$ cat config.mk
export PLATFORM = sky130hd
export DESIGN_NAME = v3a_back
export DESIGN_NICKNAME = d
export VERILOG_FILES = /design/src/rtl/v3a_pkg.sv /design/src/rtl/v3a_back.sv
export SDC_FILE = /design/constraint.sdc
export NUM_CORES = 1
export LEC_CHECK = 0
export BUFFER_PORTS_ARGS = -buffer_cell sky130_fd_sc_hd__buf_2
export CAP_MARGIN = 20
export CORE_AREA = 5 5 240 242
export DETAILED_ROUTE_END_ITERATION = 12
export DIE_AREA = 0 0 245 247
export REMOVE_ABC_BUFFERS = 1
export SLEW_MARGIN = 40
export SYNTH_ARGS = -nofsm -noshare
export SYNTH_HDL_FRONTEND = slang
export SYNTH_SLANG_ARGS = --single-unit
$ cat constraint.sdc
create_clock -name i_clk -period 4.8 [get_ports i_clk]
set_input_delay 0.24 -clock i_clk [delete_from_list [all_inputs] [get_ports i_clk]]
set_output_delay 0.24 -clock i_clk [all_outputs]
set_load 0.05 [all_outputs]
$ cat src/rtl/v3a_pkg.sv
`default_nettype none

package v3a_pkg;

    // Coordinate and result formats
    localparam int COORD_W  = 16;
    localparam int FRAC_W   = 8;
    localparam int SCALAR_W = 64;

    // Square root and division datapath sizes
    localparam int ROOT_W = 24;              // floor(sqrt(u.u * 2^16)) < 2^24
    localparam int RAD_W  = 48;              // radicand u.u with 2*FRAC_W fraction bits
    localparam int SREM_W = 27;              // root remainder after the pair shift
    localparam int VV_W   = 32;              // v.v < 2^32
    localparam int QUO_W  = 24;              // projection quotient bits
    localparam int DREM_W = 33;              // division remainder after the bit shift
    localparam int N_ITER = 12;              // two root and two quotient bits per stage
    localparam int LANES  = 3;

    typedef logic signed [COORD_W-1:0] t_coord;

    typedef enum logic [2:0] {
        OP_MAG    = 3'd0,
        OP_SCALE  = 3'd1,
        OP_ADD    = 3'd2,
        OP_SUB    = 3'd3,
        OP_PROJ   = 3'd4,
        OP_DOT    = 3'd5,
        OP_CROSS  = 3'd6,
        OP_TRIPLE = 3'd7
    } t_op;

    typedef struct packed {
        t_coord                     x;
        t_coord                     y;
        t_coord                     z;
        logic signed [SCALAR_W-1:0] scalar;
        logic                       zero;
        logic                       status;
        logic                       sat;
    } t_res;

    typedef struct packed {
        logic [DREM_W-1:0] rem;
        logic [QUO_W-1:0]  low;
        logic [QUO_W-1:0]  quo;
    } t_lane;

    typedef struct packed {
        t_op                     op;
        t_res                    res;
        logic [RAD_W-1:0]        rad;
        logic [SREM_W-1:0]       srem;
        logic [ROOT_W-1:0]       root;
        logic [VV_W-1:0]         vv;
        t_lane [LANES-1:0]       lane;
        logic [LANES-1:0]        cneg;
        logic [LANES-1:0]        presat;
        logic                    vzero;
    } t_iter;

endpackage

`default_nettype wire

$ cat src/rtl/v3a_back.sv
`default_nettype none

module v3a_back
    import v3a_pkg::*;
(
    input  wire logic  i_clk,
    input  wire logic  i_rst_n,
    input  wire logic  i_valid,
    output logic       o_ready,
    input  wire t_iter i_item,
    output logic       o_valid,
    input  wire logic  i_ready,
    output t_res       o_res
);

    localparam logic [QUO_W-1:0] LIM_NEG = QUO_W'(1) << (COORD_W - 1);
    localparam logic [QUO_W-1:0] LIM_POS = LIM_NEG - QUO_W'(1);

    t_res             n_res;
    logic [QUO_W-1:0] lim [LANES];
    logic [QUO_W-1:0] q   [LANES];
    t_coord           pv  [LANES];
    logic [LANES-1:0] psat;

    // Finish magnitude and projection, pass the rest
    always_comb begin
        n_res = i_item.res;
        for (int i = 0; i < LANES; i++) begin
            lim[i]  = i_item.cneg[i] ? LIM_NEG : LIM_POS;
            psat[i] = i_item.presat[i] || (i_item.lane[i].quo > lim[i]);
            q[i]    = psat[i] ? lim[i] : i_item.lane[i].quo;
            pv[i]   = COORD_W'(i_item.cneg[i] ? -q[i] : q[i]);
        end
        unique case (i_item.op)
            OP_MAG: begin
                n_res.scalar = SCALAR_W'({i_item.root, {FRAC_W{1'b0}}});
            end
            OP_PROJ: begin
                if (i_item.vzero) begin
                    n_res.status = 1'b1;
                end else begin
                    n_res.x   = pv[0];
                    n_res.y   = pv[1];
                    n_res.z   = pv[2];
                    n_res.sat = |psat;
                end
            end
            default: begin
            end
        endcase
    end

    logic r_valid;
    t_res r_res;

    assign o_ready = !r_valid || i_ready;
    assign o_valid = r_valid;
    assign o_res   = r_res;

    always_ff @(posedge i_clk) begin
        if (!i_rst_n) begin
            r_valid <= 1'b0;
        end else if (o_ready) begin
            r_valid <= i_valid;
        end
    end

    always_ff @(posedge i_clk) begin
        if (o_ready && i_valid) begin
            r_res <= n_res;
        end
    end

endmodule

`default_nettype wire

## Yosys cells after proc, flatten, opt, wreduce, memory -nomap -nowiden

Cells that the tools add are included.

- Add/sub/neg operators: 3
- Equality and inequality tests: 1
- Reductions and logical operators: 8
- Magnitude comparators: 3
- Muxes and demuxes: 15

Operators by type and width:

| cell | count |
|---|---|
| 16-bit two-way mux | 9 |
| 48-bit two-way mux | 2 |
| 24-bit by 16-bit > comparator with 1-bit output | 3 |
| 16-bit negator | 3 |
| 32-bit two-way mux | 1 |
| 1-bit logical OR | 4 |
| 3-bit == test (second input constant) | 1 |
| 3-bit zero test | 1 |
| 3-bit OR reduction | 1 |
| 1-bit two-way mux | 2 |
| 2-bit two-way mux | 1 |
| 1-bit logical AND | 1 |
| 1-bit zero test | 1 |

- Bits in registers: 116
- Input port bits: 503
- Word-level logic and storage cells: 39
- Output and inout port bits: 117

## Depth between registers and ports, before layout

Gate-level depths: netlist of the first run.

- Word-level depth: 8
- Gate-level depth with buffers: 18
- Mapped depth without buffers: 15

## Worst setup path before layout of the first run

Ideal clock, no wire load.

- Kind: reg2reg
- Start point: register r_valid (netlist: o_valid)
- End point: register r_res (netlist bit o_res[0]), enable pin
- Setup slack: 621 ps
- Library setup time: 487 ps
- Buffers on the path: 0
- Clock period less this slack: 4179 ps
- Cell stages (with the launch flop): 3
- Data required time: 4313 ps
- Arrival time: 3692 ps
- Cell sequence: dfxtp_1 nand2b_1 and2_1

- Cells in the longest elaborated chain, start to end: 3

Ends and longest elaborated chain:

| element | line | RTL |
|---|---|---|
| start: declaration | v3a_back.sv:53 | `logic r_valid;` |
| start signal: assignment | v3a_back.sv:64 | `r_valid <= i_valid;` |
| 1-bit zero test | v3a_back.sv:56 | `assign o_ready = !r_valid \|\| i_ready;` |
| 1-bit logical OR | v3a_back.sv:56 |  |
| named net o_ready | v3a_back.sv:9 | `output logic o_ready,` |
| 1-bit logical AND | v3a_back.sv:69 | `if (o_ready && i_valid) begin` |
| end signal: assignment | v3a_back.sv:70 | `r_res <= n_res;` |
| end: declaration | v3a_back.sv:54 | `t_res r_res;` |

The timed path passes the listed nets, and every way through them passes these cells.
A chain may end at the register's enable or synchronous reset.

==> results of run 1 <==
## flip-flops by register name (all words and copies together) (netlist names)
register	flops
o_res	115
o_valid	1
## layer usage
| layer | track usage [%] | share of wire, % | up-vias |
|---|---|---|---|
| met5 | 0 | 0.20 | - |
| met4 | 2.855 | 1.6 | 12 |
| met1 | 14.00 | 40 | 3655 |
| met3 | 4.702 | 9.0 | 43 |
| met2 | 21.29 | 50 | 379 |
| li1 | - | - | 3522 |
## kinds of logic (layout without fill, tap and decap cells)
group / count (synthesis) / count (layout)
buffers and inverters: 49 / 403
other: 0 / 3
DFF: 116 / 116
xor gates and xnor gates: 2 / 2
adders and majority gates: 51 / 51
muxes: 33 / 33
AOI/OAI and AO/OA: 190 / 190
and+or+nand+nor: 284 / 284
## through the flow
stage	setup WS (ps)	utilization [%]	power (mW)
final	1019	19.56	3.256
after global routing	707.7	19.55	3.421
after CTS	836.6	19.53	3.338
after detailed placement	336.4	18.45	1.983
after global placement	424.4	18.45	1.973
after floorplan	91.08	-	1.662
## report_power, final
group,leakage (nW),internal [mW],switching [mW]
clock network,0.281,0.694,0.613
logic,2.95,0.216,0.517
registers,1.12,1.20,0.0192
total,4.36,2.11,1.15
## placed cells by master, fill, tap and decap left out, drive strengths merged, types with 9 or more instances in the layout
master / count
nand4: 15
nor2b: 45
or3: 9
o31ai: 13
nor2: 50
o21ai: 23
ha: 51
mux2: 29
a21oi: 55
clkbuf: 17
o21a: 12
nand3: 23
buf: 358
nor3: 18
nor4: 17
inv: 20
nand2: 68
edfxtp: 115
## worst paths after layout
| check | slack (ps) | end | startpoint |
|---|---|---|---|
| hold reg to reg | 560 | o_valid | o_valid |
| setup reg to reg | 2730 | o_res[90] | o_valid |
| hold / removal | 50 | o_valid | i_rst_n |
| setup / recovery | 1020 | o_res[111] | i_item[4] |
## worst max-delay path: stages
cell	delay (ps)
buf_2	330
clkinv_1	120
buf_4	210
ha_1	320
and4_1	240
nand4_1	210
nand2b_1	290
nand2_1	120
nand3b_1	160
buf_4	260
o21ai_0	170
ha_1	470
nand2_1	150
or3_1	350
a32oi_1	340
## final cells by class
class,instances,share of cell area (%)
diodes,3,0.06995
inverters,12,0.4197
clock inverters,15,1.457
repair buffers,359,17.30
flip-flops and latches,116,32.37
clock buffers,17,3.964
multi-input cells,560,36.21
well taps,704,8.208
## repair_timing
action / CTS / global route
hold buffers: 1 / 0
resized for setup: 0 / 0
endpoints found under the hold margin: 1 / 0
setup endpoints to repair: 0 / 0
==> flow_summary.json, run 1 <==
{
  "status": "complete, no violations",
  "wl_per_cell_um": 21.41,
  "cp_max_fo": 19,
  "antenna_left": 0,
  "grt_pass1_wl_mm": 52.92,
  "drv_slew": 0,
  "irDropWorstVdd_v": 0.0002404,
  "drc": 0,
  "endpoint_kind": "flip-flop",
  "synthTopCellsByArea": "edfxtp_1 46%, ha_1 8.5%, mux2_2 4.3%",
  "ff_latch_area_um2": 3473,
  "post_cts_buffers": 0,
  "grt_usage_pct": 12.13,
  "post-route-cell-area_um2": 10730,
  "hold_depth": 2,
  "syn_area_per_cell_um2": 10.40,
  "ctsRootBufferMaster": "clkbuf_16",
  "clock_latency_ps": 450,
  "clockBufferDepth": 2,
  "start_util_pct": 13.73,
  "final-instance-count-excl-fill": 1786,
  "numPortBuffers": 341,
  "wirelength_mm": 38.23,
  "tightest_slew_ps": 840.4,
  "tritoncts": "built",
  "fillers": 6080,
  "die-area_um2": 60520,
  "synth_top_flop_cell": "edfxtp_1",
  "crit_arrival_ps": 4010,
  "vias_per_cell": 4.261,
  "place_area_um2": 10130,
  "finalCritPeriodShare_pct": 78.77,
  "synth_area_um2": 7537,
  "gp_congestion": 0.8423,
  "yosysTopAreaCellShare_pct": 45.82,
  "rsz0062_at_grt": "false",
  "yosysSeqAreaShare_pct": 46.08,
  "ys_ff_latch": 116,
  "finalClockSkew_ps": 11.20,
  "synth_largest_area_cell": "edfxtp_1",
  "critical_path_class": "input port to flip-flop",
  "gr-total-overflow": 0,
  "synthXorXnorAreaFrac_pct": 0.2324,
  "ioPinCount": 620,
  "initialDrtViolationCount": 520,
  "finalSetupViolCount": 0,
  "multiInputGateArea_um2": 3886,
  "post-route-min-period_ps": 3781,
  "synth_compound_area_share_pct": 17.83,
  "p_leak_nw": 4.360,
  "worstPathRequired_ps": 5030,
  "ys_warn_count": 0,
  "yosys.area_share.adder_pct": 8.466,
  "drive_gt1_share_pct": 41.15,
  "post_synth_mux_area_share_pct": 4.864,
  "area_growth_syn_to_layout_pct": 42.38,
  "synth_top_family_by_area": "simple AND/OR/NAND/NOR gates",
  "drv_cap": 0,
  "hp-class": "input port to flip-flop",
  "dpl.cell_count": 1750,
  "synthArstFlopShare_pct": 0,
  "hold_viol_final": 0,
  "max-slew-margin-rel_pct": 43.18,
  "firstDrtPassIters": 5,
  "grt_max_degree": 54,
  "whs_ps": 53.18,
  "cts.sink_count": 116,
  "dieHeight_um": 247,
  "dr_total_vias": 7611,
  "row_count": 86,
  "synth_commonest_cells": "115 x edfxtp_1, 68 x nand2_1, 54 x a21oi_1, 51 x ha_1, 50 x nor2_1",
  "clk_pin_slew_ps": 70,
  "htree_levels": 4,
  "nNetsFinal": 1620,
  "die_x_um": 245,
  "grt_antenna_before_repair": 16,
  "yosysMostFrequentCell": "edfxtp_1",
  "fin_setup_tns_ps": 0,
  "syn_inst": 725,
  "cts_buffers": 17,
  "yosys.area_share.simple_pct": 19.89,
  "r2r_cells": 3,
  "synth_edf_count": 115,
  "power.density_nw_per_um2": 303.4,
  "max_freq_mhz": 264.5,
  "start_kind": "input port",
  "coreArea_um2": 54880,
  "synth_cell_type_count": 75,
  "hpwl_mm": 31.09,
  "grt_pass1_vias": 7605
}
Power figures use the tool's default switching activity.
==> run 2: changes to the inputs <==
CORE_AREA = 5 5 239 241   (was 5 5 240 242)
DIE_AREA = 0 0 244 246   (was 0 0 245 247)
clock period = 3.45 ns   (was 4.8 ns; I/O delays follow)
==> run 2 against run 1 <==
Net effect:
- sequential share of layout area decreased by 2.9 points
- largest cell class unchanged
- routed wire length increased by 2.7%
- via count increased by 6.1%
- first-iteration DRC count decreased by 28%
- non-clock buffer count increased by 116
- hold slack got worse by 16 ps
- power increased by 41%
- register-to-register slack got worse by 1200 ps
- clock power increased by 35%
- utilization increased by 2.0 points
- combinational power increased by 53%
- flip-flop and latch count unchanged
==> flow_summary.json, run 2 (synthesis results as in run 1) <==
{
  "worstPathRequired_ps": 3710,
  "combPwrFrac_pct": 24.5,
  "cp_max_fo": 8,
  "cp-endpoint": "o_res[113]",
  "row_count": 86,
  "gr-total-overflow": 0,
  "grt_pass1_vias": 8115,
  "grt_pass1_wl_mm": 55.46,
  "clockBufferDepth": 2,
  "finalClockSkew_ps": 5.926,
  "status": "complete, no violations",
  "start_util_pct": 13.79,
  "antenna_left": 0,
  "numPortBuffers": 341,
  "clkPwrFrac_pct": 38.6,
  "max-slew-margin-rel_pct": 43.83,
  "finalCritPeriodShare_pct": 94.18,
  "clk_pin_slew_ps": 60,
  "htree_levels": 4,
  "hp-class": "input port to flip-flop",
  "critPathMaxStageDelay_ps": 350,
  "hold_viol_final": 0,
  "die_x_um": 244,
  "power.density_nw_per_um2": 389.4,
  "start_kind": "input port",
  "largest_register_ffs": 115,
  "area_growth_syn_to_layout_pct": 56.42,
  "drive_gt1_share_pct": 40.84,
  "post_cts_buffers": 0,
  "firstDrtPassIters": 4,
  "critical-path-top-delay-family": "simple AND/OR/NAND/NOR gates",
  "r2r_start": "o_valid",
  "p_leak_nw": 4.874,
  "critical_path_buf_inv_count": 3,
  "cts_buffers": 17,
  "wirelength_mm": 39.26,
  "ctsRootBufferMaster": "clkbuf_16",
  "clock_latency_ps": 460,
  "power_frac_seq_pct": 37.0,
  "tritoncts": "built",
  "post-route-cell-area_um2": 11790,
  "place_area_um2": 10460,
  "drc": 0,
  "crit_arrival_ps": 3510,
  "vias_per_cell": 4.249,
  "initialDrtViolationCount": 375,
  "coreArea_um2": 54660,
  "dr_total_vias": 8077,
  "die-area_um2": 60020,
  "wl_per_cell_um": 20.65,
  "nNetsFinal": 1736,
  "cp_cell_sequence": "buf_2 -> clkinvlp_4 -> ha_1 -> and4_1 -> nand4_1 -> nand2b_1 -> nand2_1 -> nand3b_1 -> mux2i_2 -> ha_1 -> buf_4 -> nand2_1 -> or3_1 -> a32oi_1",
  "irDropWorstVdd_v": 0.0003641,
  "ioPinCount": 620,
  "fin_util_pct": 21.57,
  "gp_congestion": 0.8436,
  "drv_cap": 0,
  "post-route-min-period_ps": 3249,
  "intPower_mw": 3.054,
  "switchingPower_mw": 1.538,
  "grt_antenna_before_repair": 11,
  "r2r-end": "o_res[23]",
  "worst-r2r-setup-slack_ps": 1540,
  "rsz0062_at_grt": "false",
  "grt_usage_pct": 12.71,
  "tightest_slew_ps": 830.9,
  "critical_path_class": "input port to flip-flop",
  "final_cell_mix": "341 x buf_2, 115 x edfxtp_1, 74 x dlygate4sd3_1, 68 x nand2_1, 58 x buf_4",
  "r2r_cells": 3,
  "swShare_pct": 33.49,
  "cp.depth": 14,
  "layout_commonest_cell": "buf_2",
  "max_freq_mhz": 307.8,
  "cts.sink_count": 116,
  "slowest_stage": "ha_1",
  "hpwl_mm": 31.36,
  "dieHeight_um": 246,
  "endpoint_kind": "flip-flop",
  "drv_slew": 0,
  "grt_max_degree": 65,
  "cp-startpoint": "i_item[4]",
  "finalSetupViolCount": 0
}
run 2: changes by cell type in the layout (fill, tap and decap cells not counted), moves of 2 or more:
cell and delta:
buf_4 +42, clkinv_8 -2, dlygate4sd3_1 +73, inv_6 +2, inv_8 -4
run 2: timing repair:
| action | 4_1_cts | 5_1_grt |
|---|---|---|
| hold buffers | 74 | 0 |
| resized for setup | 0 | 3 |
| endpoints found under the setup margin | 0 | 5 |
| endpoints found under the hold margin | 56 | 0 |
run 2: cell type report:
type / instances / area, µm²
antenna: 2 / 5.005
clock buffer: 17 / 425.4
clock inverter: 15 / 143.9
fill: 5920 / 42870
inverter: 12 / 48.80
multi-input combinational: 560 / 3890
sequential: 116 / 3473
tap: 704 / 880.8
timing repair buffer: 475 / 2923
run 2: how the worst min path moves through the flow:
stage	start	to	slack (ps)	depth (start not counted)
2_1_floorplan	i_item[383]	o_res[2]	270	0
3_3_place_gp	i_item[383]	o_res[2]	400	1
3_5_place_dp	i_item[383]	o_res[2]	400	1
4_1_cts	i_item[488]	o_res[107]	0.8	2
5_1_grt	i_item[397]	o_res[16]	10	2
6_report	i_item[390]	o_res[9]	40	2
run 2: worst register-to-register path, stage by stage, from the launching register on:
cell and delay (ps):
dfxtp_1 310, nand2b_1 110, and2_4 580, buf_4 550
run 2: power groups by stage:
stage	sequential [mW]	clock [mW]	combinational, mW
after global placement	1.73	0	1.04
after floorplan	2.05	0	0.267
after detailed placement	1.73	0	1.06
final	1.70	1.77	1.12
after global routing	1.71	1.90	1.21
after CTS	1.70	1.83	1.13
run 2: routing by layer:
layer  share of wire [%]  track usage, %  up-vias
met1                  40           14.33     3876
met2                  49           22.24      383
met3                 9.1           5.218       51
met5                0.23               0        -
li1                    -               -     3753
met4                 1.8           3.551       14
run 2: metrics by stage:
stage / instances / hold slack, ps / setup TNS, ps / setup slack [ps] / power, mW
3_5_place_dp: 1793 / 398.2 / -3336 / -367.4 / 2.783
2_1_floorplan: 688 / 271.4 / -146720 / -1191 / 2.313
3_3_place_gp: 1793 / 400.2 / -1892 / -278.2 / 2.770
4_1_cts: 1899 / 0.8389 / 0 / 140.9 / 4.668
5_1_grt: 1899 / 10.29 / 0 / 4.965 / 4.813
6_report: 1901 / 37.37 / 0 / 201.0 / 4.592
