[config.mk]
export PLATFORM = sky130hd
export DESIGN_NAME = v3a_iter
export DESIGN_NICKNAME = d
export VERILOG_FILES = /design/src/rtl/v3a_pkg.sv /design/src/rtl/v3a_iter.sv
export SDC_FILE = /design/constraint.sdc
export NUM_CORES = 1
export LEC_CHECK = 0
export BUFFER_PORTS_ARGS = -buffer_cell sky130_fd_sc_hd__clkbuf_2
export CAP_MARGIN = 20
export CORE_AREA = 2 2 394 396
export DETAILED_ROUTE_END_ITERATION = 12
export DIE_AREA = 0 0 396 398
export SLEW_MARGIN = 25
export SYNTH_ARGS = -nofsm -noshare
export SYNTH_HDL_FRONTEND = slang
export SYNTH_SLANG_ARGS = --single-unit
[constraint.sdc]
create_clock -name i_clk -period 15.7 [get_ports i_clk]
set_input_delay 0.785 -clock i_clk [delete_from_list [all_inputs] [get_ports i_clk]]
set_output_delay 0.785 -clock i_clk [all_outputs]
set_load 0.01 [all_outputs]
[src/rtl/v3a_pkg.sv]
`default_nettype none

package v3a_pkg;

    // Coordinate and result formats
    localparam int COORD_W  = 16;
    localparam int FRAC_W   = 8;
    localparam int SCALAR_W = 64;

    // Square root and division datapath sizes
    localparam int ROOT_W = 24;              // floor(sqrt(u.u * 2^16)) < 2^24
    localparam int RAD_W  = 48;              // radicand u.u with 2*FRAC_W fraction bits
    localparam int SREM_W = 27;              // root remainder after the pair shift
    localparam int VV_W   = 32;              // v.v < 2^32
    localparam int QUO_W  = 24;              // projection quotient bits
    localparam int DREM_W = 33;              // division remainder after the bit shift
    localparam int N_ITER = 12;              // two root and two quotient bits per stage
    localparam int LANES  = 3;

    typedef logic signed [COORD_W-1:0] t_coord;

    typedef enum logic [2:0] {
        OP_MAG    = 3'd0,
        OP_SCALE  = 3'd1,
        OP_ADD    = 3'd2,
        OP_SUB    = 3'd3,
        OP_PROJ   = 3'd4,
        OP_DOT    = 3'd5,
        OP_CROSS  = 3'd6,
        OP_TRIPLE = 3'd7
    } t_op;

    typedef struct packed {
        t_coord                     x;
        t_coord                     y;
        t_coord                     z;
        logic signed [SCALAR_W-1:0] scalar;
        logic                       zero;
        logic                       status;
        logic                       sat;
    } t_res;

    typedef struct packed {
        logic [DREM_W-1:0] rem;
        logic [QUO_W-1:0]  low;
        logic [QUO_W-1:0]  quo;
    } t_lane;

    typedef struct packed {
        t_op                     op;
        t_res                    res;
        logic [RAD_W-1:0]        rad;
        logic [SREM_W-1:0]       srem;
        logic [ROOT_W-1:0]       root;
        logic [VV_W-1:0]         vv;
        t_lane [LANES-1:0]       lane;
        logic [LANES-1:0]        cneg;
        logic [LANES-1:0]        presat;
        logic                    vzero;
    } t_iter;

endpackage

`default_nettype wire

[src/rtl/v3a_iter.sv]
`default_nettype none

module v3a_iter
    import v3a_pkg::*;
(
    input  wire logic  i_clk,
    input  wire logic  i_rst_n,
    input  wire logic  i_valid,
    output logic       o_ready,
    input  wire t_iter i_item,
    output logic       o_valid,
    input  wire logic  i_ready,
    output t_iter      o_item
);

    t_iter             n_item;
    logic [SREM_W-1:0] sq;
    logic [SREM_W-1:0] trial;
    logic [DREM_W-1:0] dr;
    logic [DREM_W-1:0] dv;

    // Two root digits and two quotient bits per lane
    always_comb begin
        n_item = i_item;
        dv     = DREM_W'(i_item.vv);
        sq     = '0;
        trial  = '0;
        dr     = '0;
        for (int k = 0; k < 2; k++) begin
            sq    = {n_item.srem[SREM_W-3:0], n_item.rad[RAD_W-1 -: 2]};
            trial = {1'b0, n_item.root, 2'b01};
            if (sq >= trial) begin
                n_item.srem = sq - trial;
                n_item.root = {n_item.root[ROOT_W-2:0], 1'b1};
            end else begin
                n_item.srem = sq;
                n_item.root = {n_item.root[ROOT_W-2:0], 1'b0};
            end
            n_item.rad = n_item.rad << 2;
            for (int l = 0; l < LANES; l++) begin
                dr = {n_item.lane[l].rem[DREM_W-2:0], n_item.lane[l].low[QUO_W-1]};
                if (dr >= dv) begin
                    n_item.lane[l].rem = dr - dv;
                    n_item.lane[l].quo = {n_item.lane[l].quo[QUO_W-2:0], 1'b1};
                end else begin
                    n_item.lane[l].rem = dr;
                    n_item.lane[l].quo = {n_item.lane[l].quo[QUO_W-2:0], 1'b0};
                end
                n_item.lane[l].low = n_item.lane[l].low << 1;
            end
        end
    end

    logic  r_valid;
    t_iter r_item;

    assign o_ready = !r_valid || i_ready;
    assign o_valid = r_valid;
    assign o_item  = r_item;

    always_ff @(posedge i_clk) begin
        if (!i_rst_n) begin
            r_valid <= 1'b0;
        end else if (o_ready) begin
            r_valid <= i_valid;
        end
    end

    always_ff @(posedge i_clk) begin
        if (o_ready && i_valid) begin
            r_item <= n_item;
        end
    end

endmodule

`default_nettype wire

# Word-level counts from Yosys, hierarchy flattened
# Cells that the tools add are included.
[totals]
register_bits = 490
in_bits = 503
output_inout_bits = 501
[classes]
n_addsub = 8
magnitude_cmp = 8
n_mux = 14
reduce_logical = 3
[op_table]
columns = ["operator", "count"]
rows = [
  ["33-bit by 32-bit greater-or-equal comparator with 1-bit output", 6],
  ["33-bit 2-to-1 mux", 3],
  ["33-bit by 32-bit subtractor with 33-bit output", 3],
  ["32-bit 2-to-1 mux", 3],
  ["32-bit subtractor", 3],
  ["27-bit by 26-bit greater-or-equal comparator with 1-bit output", 2],
  ["51-bit 2-to-1 mux", 1],
  ["49-bit 2-to-1 mux", 1],
  ["27-bit by 26-bit subtractor with 27-bit output", 1],
  ["25-bit subtractor", 1],
  ["1-bit 2-to-1 mux", 6],
  ["1-bit logical AND", 1],
  ["1-bit zero test", 1],
  ["1-bit logical OR", 1],
]

# Depth between registers and ports, before layout
# Gate-level depths: netlist (run 1).
[logic_depth]
depth_word = 4
depth_mapped = 29

# Worst setup path after synthesis (run 1)
# Ideal clock, no wire load.
[synth_timing]
kind = "in2reg"
startpoint = "input port i_ready"
endpoint = "register r_item (netlist bit o_item[0]), enable pin"
setup_ns = 0.919
arrival_time_ns = 12.062
slack_ns = 2.719
path_stages = 2
n_path_buf = 0
path_cell_list = "nand2b_1 -> and2_1"
[synth_between]
elab_chain_len = 2
[synth_lines]
columns = ["item", "line", "source"]
rows = [
  ["from (decl)", "v3a_iter.sv:12", "input wire logic i_ready,"],
  ["1-bit logical OR", "v3a_iter.sv:57", "assign o_ready = !r_valid || i_ready;"],
  ["1-bit logical AND", "v3a_iter.sv:70", "if (o_ready && i_valid) begin"],
  ["to (signal assigned)", "v3a_iter.sv:71", "r_item <= n_item;"],
  ["to (decl)", "v3a_iter.sv:55", "t_iter r_item;"],
]
# No other way between the ends.
# A chain may end at the register's enable or synchronous reset.

==> run_results.csv, run 1 <==
group,metric,value,unit
logic_synthesis,avgSynthCellArea,11.3,um^2
route,firstDrtPassIters,8,
timing,worstMarginPinSlew,962,ps
cells_and_area,syn2layout_area_growth,33.1,%
die,start_util,0.193,
clock_tree,root_buffer,"clkbuf_16",
logic_synthesis,synth_compound_area_frac,0.161,
route,drtAntennaViolNets,0,
timing,clock.fmax,0.123,GHz
setup_path,cp.arrival,8510,ps
outcome,status,"complete, no violations",
route,wl,140,mm
cells_and_area,drive_gt1_frac,0.343,
logic_synthesis,ys_top_cells_by_count,"edfxtp_1 (489), a21oi_1 (272), ha_1 (244)",
placed_design,pre_cts_ws,6930,ps
clock_tree,path_clk_slew,60,ps
die,dieArea,158000,um^2
cells_and_area,num-fill-cells,16323,
clock_tree,cts_hold_buf,0,
timing,period_minus_slack,8130,ps
pwr,power.leakage,0.0170,uW
setup_path,critPathCapture,"o_item[66]",
clock_tree,tritoncts,"built",
setup_path,worstSetupPathType,"input port to flip-flop",
die,core,153000,um^2
clock_tree,post_cts.repair.setup_buffers,0,
logic_synthesis,synth_mux_area_frac,0.0521,
cells_and_area,multi_input_area,14200,um^2
global_route,grt_pass1_vias,24552,
timing,rsz0062_at_grt,"false",
placed_design,dp_hpwl,118,mm
logic_synthesis,synth_adder_area_share,0.107,
logic_synthesis,syn-cell-area,29700,um^2
logic_synthesis,synth_top_family_by_area,"compound AO/OA/AOI/OAI gates",
logic_synthesis,ys_async_sr_fraction,0,
logic_synthesis,synth.most_common_cell,"edfxtp_1",
logic_synthesis,yosys.area.top_type,"edfxtp_1",
cells_and_area,finalNetCount,4403,
cells_and_area,seq_area,14700,um^2
setup_path,cp-startpoint,"i_item[268]",
pwr,p_per_area,129,nW/um^2
timing,setup_slack,7570,ps
setup_path,worstRegToRegCells,5,
route,vias_per_cell,4.48,
timing,fin_tns_setup,0,ps
setup_path,critPathMaxStageDelay,660,ps
logic_synthesis,synth_cells,2625,
route,drc,0,
global_route,grt_max_degree,145,
global_route,grt_usage,0.169,
global_route,antenna_found_initial,66,
setup_path,start_kind,"input port",
die,die_h,398,um
timing,maxSlewViolCount,0,
global_route,grt_pass1_wl,187,mm
setup_path,end_kind,"flip-flop",
logic_synthesis,synth.area.top_cells,"edfxtp_1 (50%), ha_1 (10%), mux2_2 (4.6%), a21oi_1 (4.6%), xnor2_1 (4.3%)",
die,ios,1004,
min_path,min-delay-start,"i_item[473]",
setup_path,regToRegEndpoint,"o_item[340]",
min_path,hold_class,"input port to flip-flop",
clock_tree,cts_num_sinks,490,
setup_path,cp.required,16080,ps
logic_synthesis,synth_edf_count,489,
pwr,ir_worst_vdd,0.0891,mV
clock_tree,cts_made_buffers,68,
logic_synthesis,yosysSeqAreaShare,0.496,
clock_tree,clk_latency,670,ps
route,wl_per_cell,24.3,um
logic_synthesis,yosysTopAreaCellShare,0.495,
logic_synthesis,synthXorXnorAreaFrac,0.0623,
setup_path,critPathMaxFanout,35,
logic_synthesis,synth_warnings,0,
logic_synthesis,ys_ff_latch,490,
logic_synthesis,yosys.area_share.simple,0.0926,
setup_path,reg2reg_slack,12030,ps
route,drtIter0Drc,1765,
placed_design,routabilityCongestion,0.942,
setup_path,r2r_start,"o_valid",
timing,post-route-period-util,0.518,
global_route,grt_overflow,0,
run,max_cap_viol_count,0,
timing,whs,275,ps
logic_synthesis,synthDistinctLibCells,83,
clock_tree,h-tree-depth,3,
timing,skew,41.8,ps
die,die-width,396,um
placed_design,port_buffers,982,
clock_tree,cts_buffer_depth,3,
logic_synthesis,ys.flop_type,"edfxtp_1",
timing,hold_viol,0,
setup_path,slowest_stage,"nor4_1",
timing,setup_viol,0,
route,num_vias,25821,
die,row_count,144,
clock_tree,postCtsResizedCells,0,
timing,relSlewSlack,0.359,
## cells by family after synthesis
family                   after synthesis
flip-flops                           490
AND/OR/NAND/NOR                      565
buffers and inverters                207
adder cells (fa/ha/maj)              250
XOR/XNOR                             211
AO/OA/AOI/OAI                        763
other                                  1
multiplexers                         138
## routing by layer
| layer | share of wire | routed length, um | GRT usage | vias to the layer above |
|---|---|---|---|---|
| li1 | - | - | - | 11985 |
| met1 | 0.42 | 58600 | 0.212 | 12424 |
| met2 | 0.43 | 60300 | 0.251 | 1144 |
| met3 | 0.12 | 17200 | 0.0837 | 236 |
| met4 | 0.025 | 3490 | 0.0493 | 32 |
| met5 | 0.0025 | 349 | 0.0185 | - |
## power by group
part	total [uW]	switching [uW]	internal [uW]
clock network	1620	675	945
logic	1740	1020	719
registers	1740	75.2	1670
total	5100	1770	3330
## sequential cells by signal, indices dropped and copies added, names as in the netlist
signal and cells:
o_valid 1, o_item 489
## stage by stage
stage / total power [uW] / util / instances / instance area [um^2]
finish: 5100 / 0.257 / 5765 / 39500
global route: 5380 / 0.257 / 5760 / 39500
CTS: 5160 / 0.257 / 5747 / 39400
detailed placement: 3490 / 0.242 / 5623 / 37100
global placement: 3480 / 0.242 / 5623 / 37100
floorplan: 2900 / - / 2634 / 29700
## layout by cell type, fill, tap and decap left out, types with 11 or more instances in the layout
master     Yosys  final
a211oi_1      29     29
a21boi_0      12     12
a21o_1       106    106
a21oi_1      272    272
a31oi_1       17     17
and2_1        19     18
and3_1        21     21
buf_4         17     22
clkbuf_16      0     68
clkbuf_2       0    982
clkinv_1       1     13
diode_2        0     17
edfxtp_1     489    489
ha_1         244    244
inv_1        144    144
mux2_2       122    122
nand2_1      154    154
nand2b_1      25     25
nand3_1       54     53
nand4_1       25     25
nor2_1       147    147
nor2b_1       28     27
nor3_1        26     26
nor4_1        11     11
o211ai_1      19     19
o21a_1        21     21
o21ai_0      147    147
o21bai_1      48     48
o31ai_1       12     12
or2_2         11     11
or3_1         13     13
xnor2_1      146    146
xor2_1        65     65
## how the worst min path moves through the flow
stage,endpoint,slack (ps),depth (start not counted)
6_report,o_item[473],280,1
5_1_grt,o_item[442],220,1
4_1_cts,o_item[473],200,1
3_5_place_dp,o_valid,560,2
3_3_place_gp,o_valid,530,2
2_1_floorplan,o_valid,610,2
## final cells by class
cell class	instances	share of cell area
clock buffer	75	0.0438
sequential	490	0.373
timing repair buffer	1007	0.130
clock inverter	49	0.0151
inverter	146	0.0139
antenna	17	0.00108
tap	2044	0.0648
multi-input combinational	1937	0.359
## critical path, delay by kind of cell
family | cells | cell delay (ps)
compound gates | 10 | 3130
simple gates | 8 | 1920
fa+ha+maj | 2 | 920
mux | 1 | 410
buf+inv | 4 | 1290
(Power assumes the default switching activity.)
==> run 2: changes to the inputs <==
==> constraint.sdc (replaced) <==
create_clock -name i_clk -period 7.8 [get_ports i_clk]
set_input_delay 0.39 -clock i_clk [delete_from_list [all_inputs] [get_ports i_clk]]
set_output_delay 0.39 -clock i_clk [all_outputs]
set_load 0.01 [all_outputs]
==> run 2 against run 1 <==
Against the previous run:
- clock skew down 12 ps
- non-clock buffer count up 398
- flip-flop and latch count is the same
- design area grew 9.8%
- wire length grew 4.0%
- hold slack worse by 180 ps
- worst setup slack got worse by 6700 ps
- sequential share of layout area decreased by 3.3 points
- via count is 6.5% higher
- critical endpoint is now o_item[60]
- largest power group is now combinational cells
==> run_results.csv, run 2 (synthesis results as in run 1) <==
group,metric,value,unit
min_path,min-delay-start,"i_item[134]",
cells_and_area,final_util,0.283,
timing,post-route-period-util,0.891,
timing,fin_tns_setup,0,ps
setup_path,end_kind,"flip-flop",
setup_path,critPathTopFamily,"compound AO/OA/AOI/OAI gates",
clock_tree,h-tree-depth,3,
global_route,use_met3,0.0771,
route,wl_per_cell,23.6,um
route,drc,0,
cells_and_area,finalNetCount,4799,
global_route,grt_pass1_vias,26455,
placed_design,port_buffers,982,
cells_and_area,num-fill-cells,16042,
route,firstDrtPassIters,5,
cells_and_area,syn2layout_area_growth,46.1,%
clock_tree,path_clk_slew,60,ps
setup_path,crit_buf_inv,8,
setup_path,cp.required,8180,ps
route,vias_per_cell,4.46,
timing,skew,29.7,ps
cells_and_area,final_area,43300,um^2
route,wl,146,mm
timing,clock.fmax,0.144,GHz
global_route,grt_max_degree,127,
setup_path,critPathMaxFanout,26,
setup_path,cpMostUsedCell,"buf_4",
route,drtIter0Drc,2089,
clock_tree,tritoncts,"built",
clock_tree,root_buffer,"clkbuf_16",
placed_design,dp_hpwl,122,mm
die,die_h,398,um
setup_path,r2r_start,"o_valid",
global_route,grt_overflow,0,
cells_and_area,seq_area,14700,um^2
min_path,holdPathEnd,"o_item[136]",
die,start_util,0.193,
clock_tree,clk_latency,660,ps
die,ios,1004,
cells_and_area,drive_gt1_frac,0.318,
setup_path,reg2reg_slack,4940,ps
cells_and_area,final_common_cell,"clkbuf_2",
setup_path,start_kind,"input port",
min_path,hold_class,"input port to flip-flop",
setup_path,cp.arrival,7330,ps
pwr,power.leakage,0.0186,uW
run,max_cap_viol_count,0,
setup_path,regToRegEndpoint,"o_item[106]",
min_path,hold_depth,3,
route,num_vias,27487,
placed_design,routabilityCongestion,0.922,
setup_path,worstSetupPathType,"input port to flip-flop",
cells_and_area,multi_input_area,14100,um^2
timing,relSlewSlack,0.351,
global_route,antenna_found_initial,61,
outcome,status,"complete, no violations",
cells_and_area,final_cell_count_no_fill,6166,
setup_path,worstRegToRegCells,4,
clock_tree,postCtsResizedCells,0,
pwr,ir_worst_vdd,0.165,mV
pwr,p_per_area,241,nW/um^2
cells_and_area,largest_register_ffs,489,
global_route,grt_pass1_wl,196,mm
cells_and_area,mostFrequentLayoutCells,"clkbuf_2 (982), edfxtp_1 (489), dlygate4sd3_1 (356), a21oi_1 (272), ha_1 (244)",
global_route,use_met1,0.230,
clock_tree,cts_num_sinks,490,
die,dieArea,158000,um^2
global_route,grt_usage,0.175,
timing,hold_viol,0,
setup_path,critPathMaxStageDelay,540,ps
placed_design,dp.cells,5666,
clock_tree,cts_made_buffers,66,
clock_tree,cts_buffer_depth,3,
timing,rsz0062_at_grt,"false",
timing,period_minus_slack,6950,ps
die,die-width,396,um
timing,whs,90.7,ps
timing,worstMarginPinSlew,973,ps
timing,maxSlewViolCount,0,
timing,setup_viol,0,
setup_path,slowest_stage,"dlygate4sd3_1",
die,core,153000,um^2
placed_design,placed_area,37400,um^2
global_route,grtUsageMet2,0.260,
die,row_count,144,
global_route,top_usage_layer,"met2",
route,drtAntennaViolNets,0,
run 2: worst max-delay path by stage:
stage / slack [ps] / depth (start not counted) / to / start
final: 850 / 29 / o_item[60] / i_item[267]
after global routing: 470 / 28 / o_item[219] / i_item[268]
after CTS: 900 / 25 / o_item[157] / i_item[276]
after detailed placement: 740 / 24 / o_item[157] / i_item[276]
after global placement: 770 / 24 / o_item[157] / i_item[276]
after floorplan: 780 / 2 / o_item[0] / i_ready
run 2: final cells by class:
| class | count | share of cell area |
|---|---|---|
| flip-flops and latches | 490 | 0.339 |
| multi-input cells | 1937 | 0.326 |
| repair buffers | 1405 | 0.209 |
| well taps | 2044 | 0.0590 |
| clock buffers | 80 | 0.0393 |
| clock inverters | 41 | 0.0130 |
| inverters | 146 | 0.0127 |
| diodes | 23 | 0.00133 |
run 2: timing repair:
item                      CTS  global route
setup buffers               0             0
hold buffers              356             0
hold endpoints to repair  355             0
run 2: power by group:
group | leakage (uW) | total, uW | switching (uW) | internal (uW)
combinational | 0.0128 | 3670 | 2070 | 1600
sequential | 0.00473 | 3540 | 178 | 3360
clock | 0.00108 | 3220 | 1360 | 1860
run 2: worst reg2reg max path: stages, from the launching register on:
cell,delay [ps]
dfxtp_1,320
nand2b_1,110
and2_4,640
buf_4,520
buf_4,790
run 2: stage by stage:
step	power (uW)	setup slack, ps
3_5_place_dp	7050	742
3_3_place_gp	7050	772
4_1_cts	10500	895
2_1_floorplan	5810	778
6_report	10400	851
5_1_grt	11000	473
run 2: metal layers:
layer | routed length [um] | share of wire | up-vias
met5 | 434 | 0.0030 | -
met3 | 16200 | 0.11 | 196
li1 | - | - | 12768
met2 | 62400 | 0.43 | 1214
met4 | 3210 | 0.022 | 36
met1 | 63400 | 0.44 | 13273
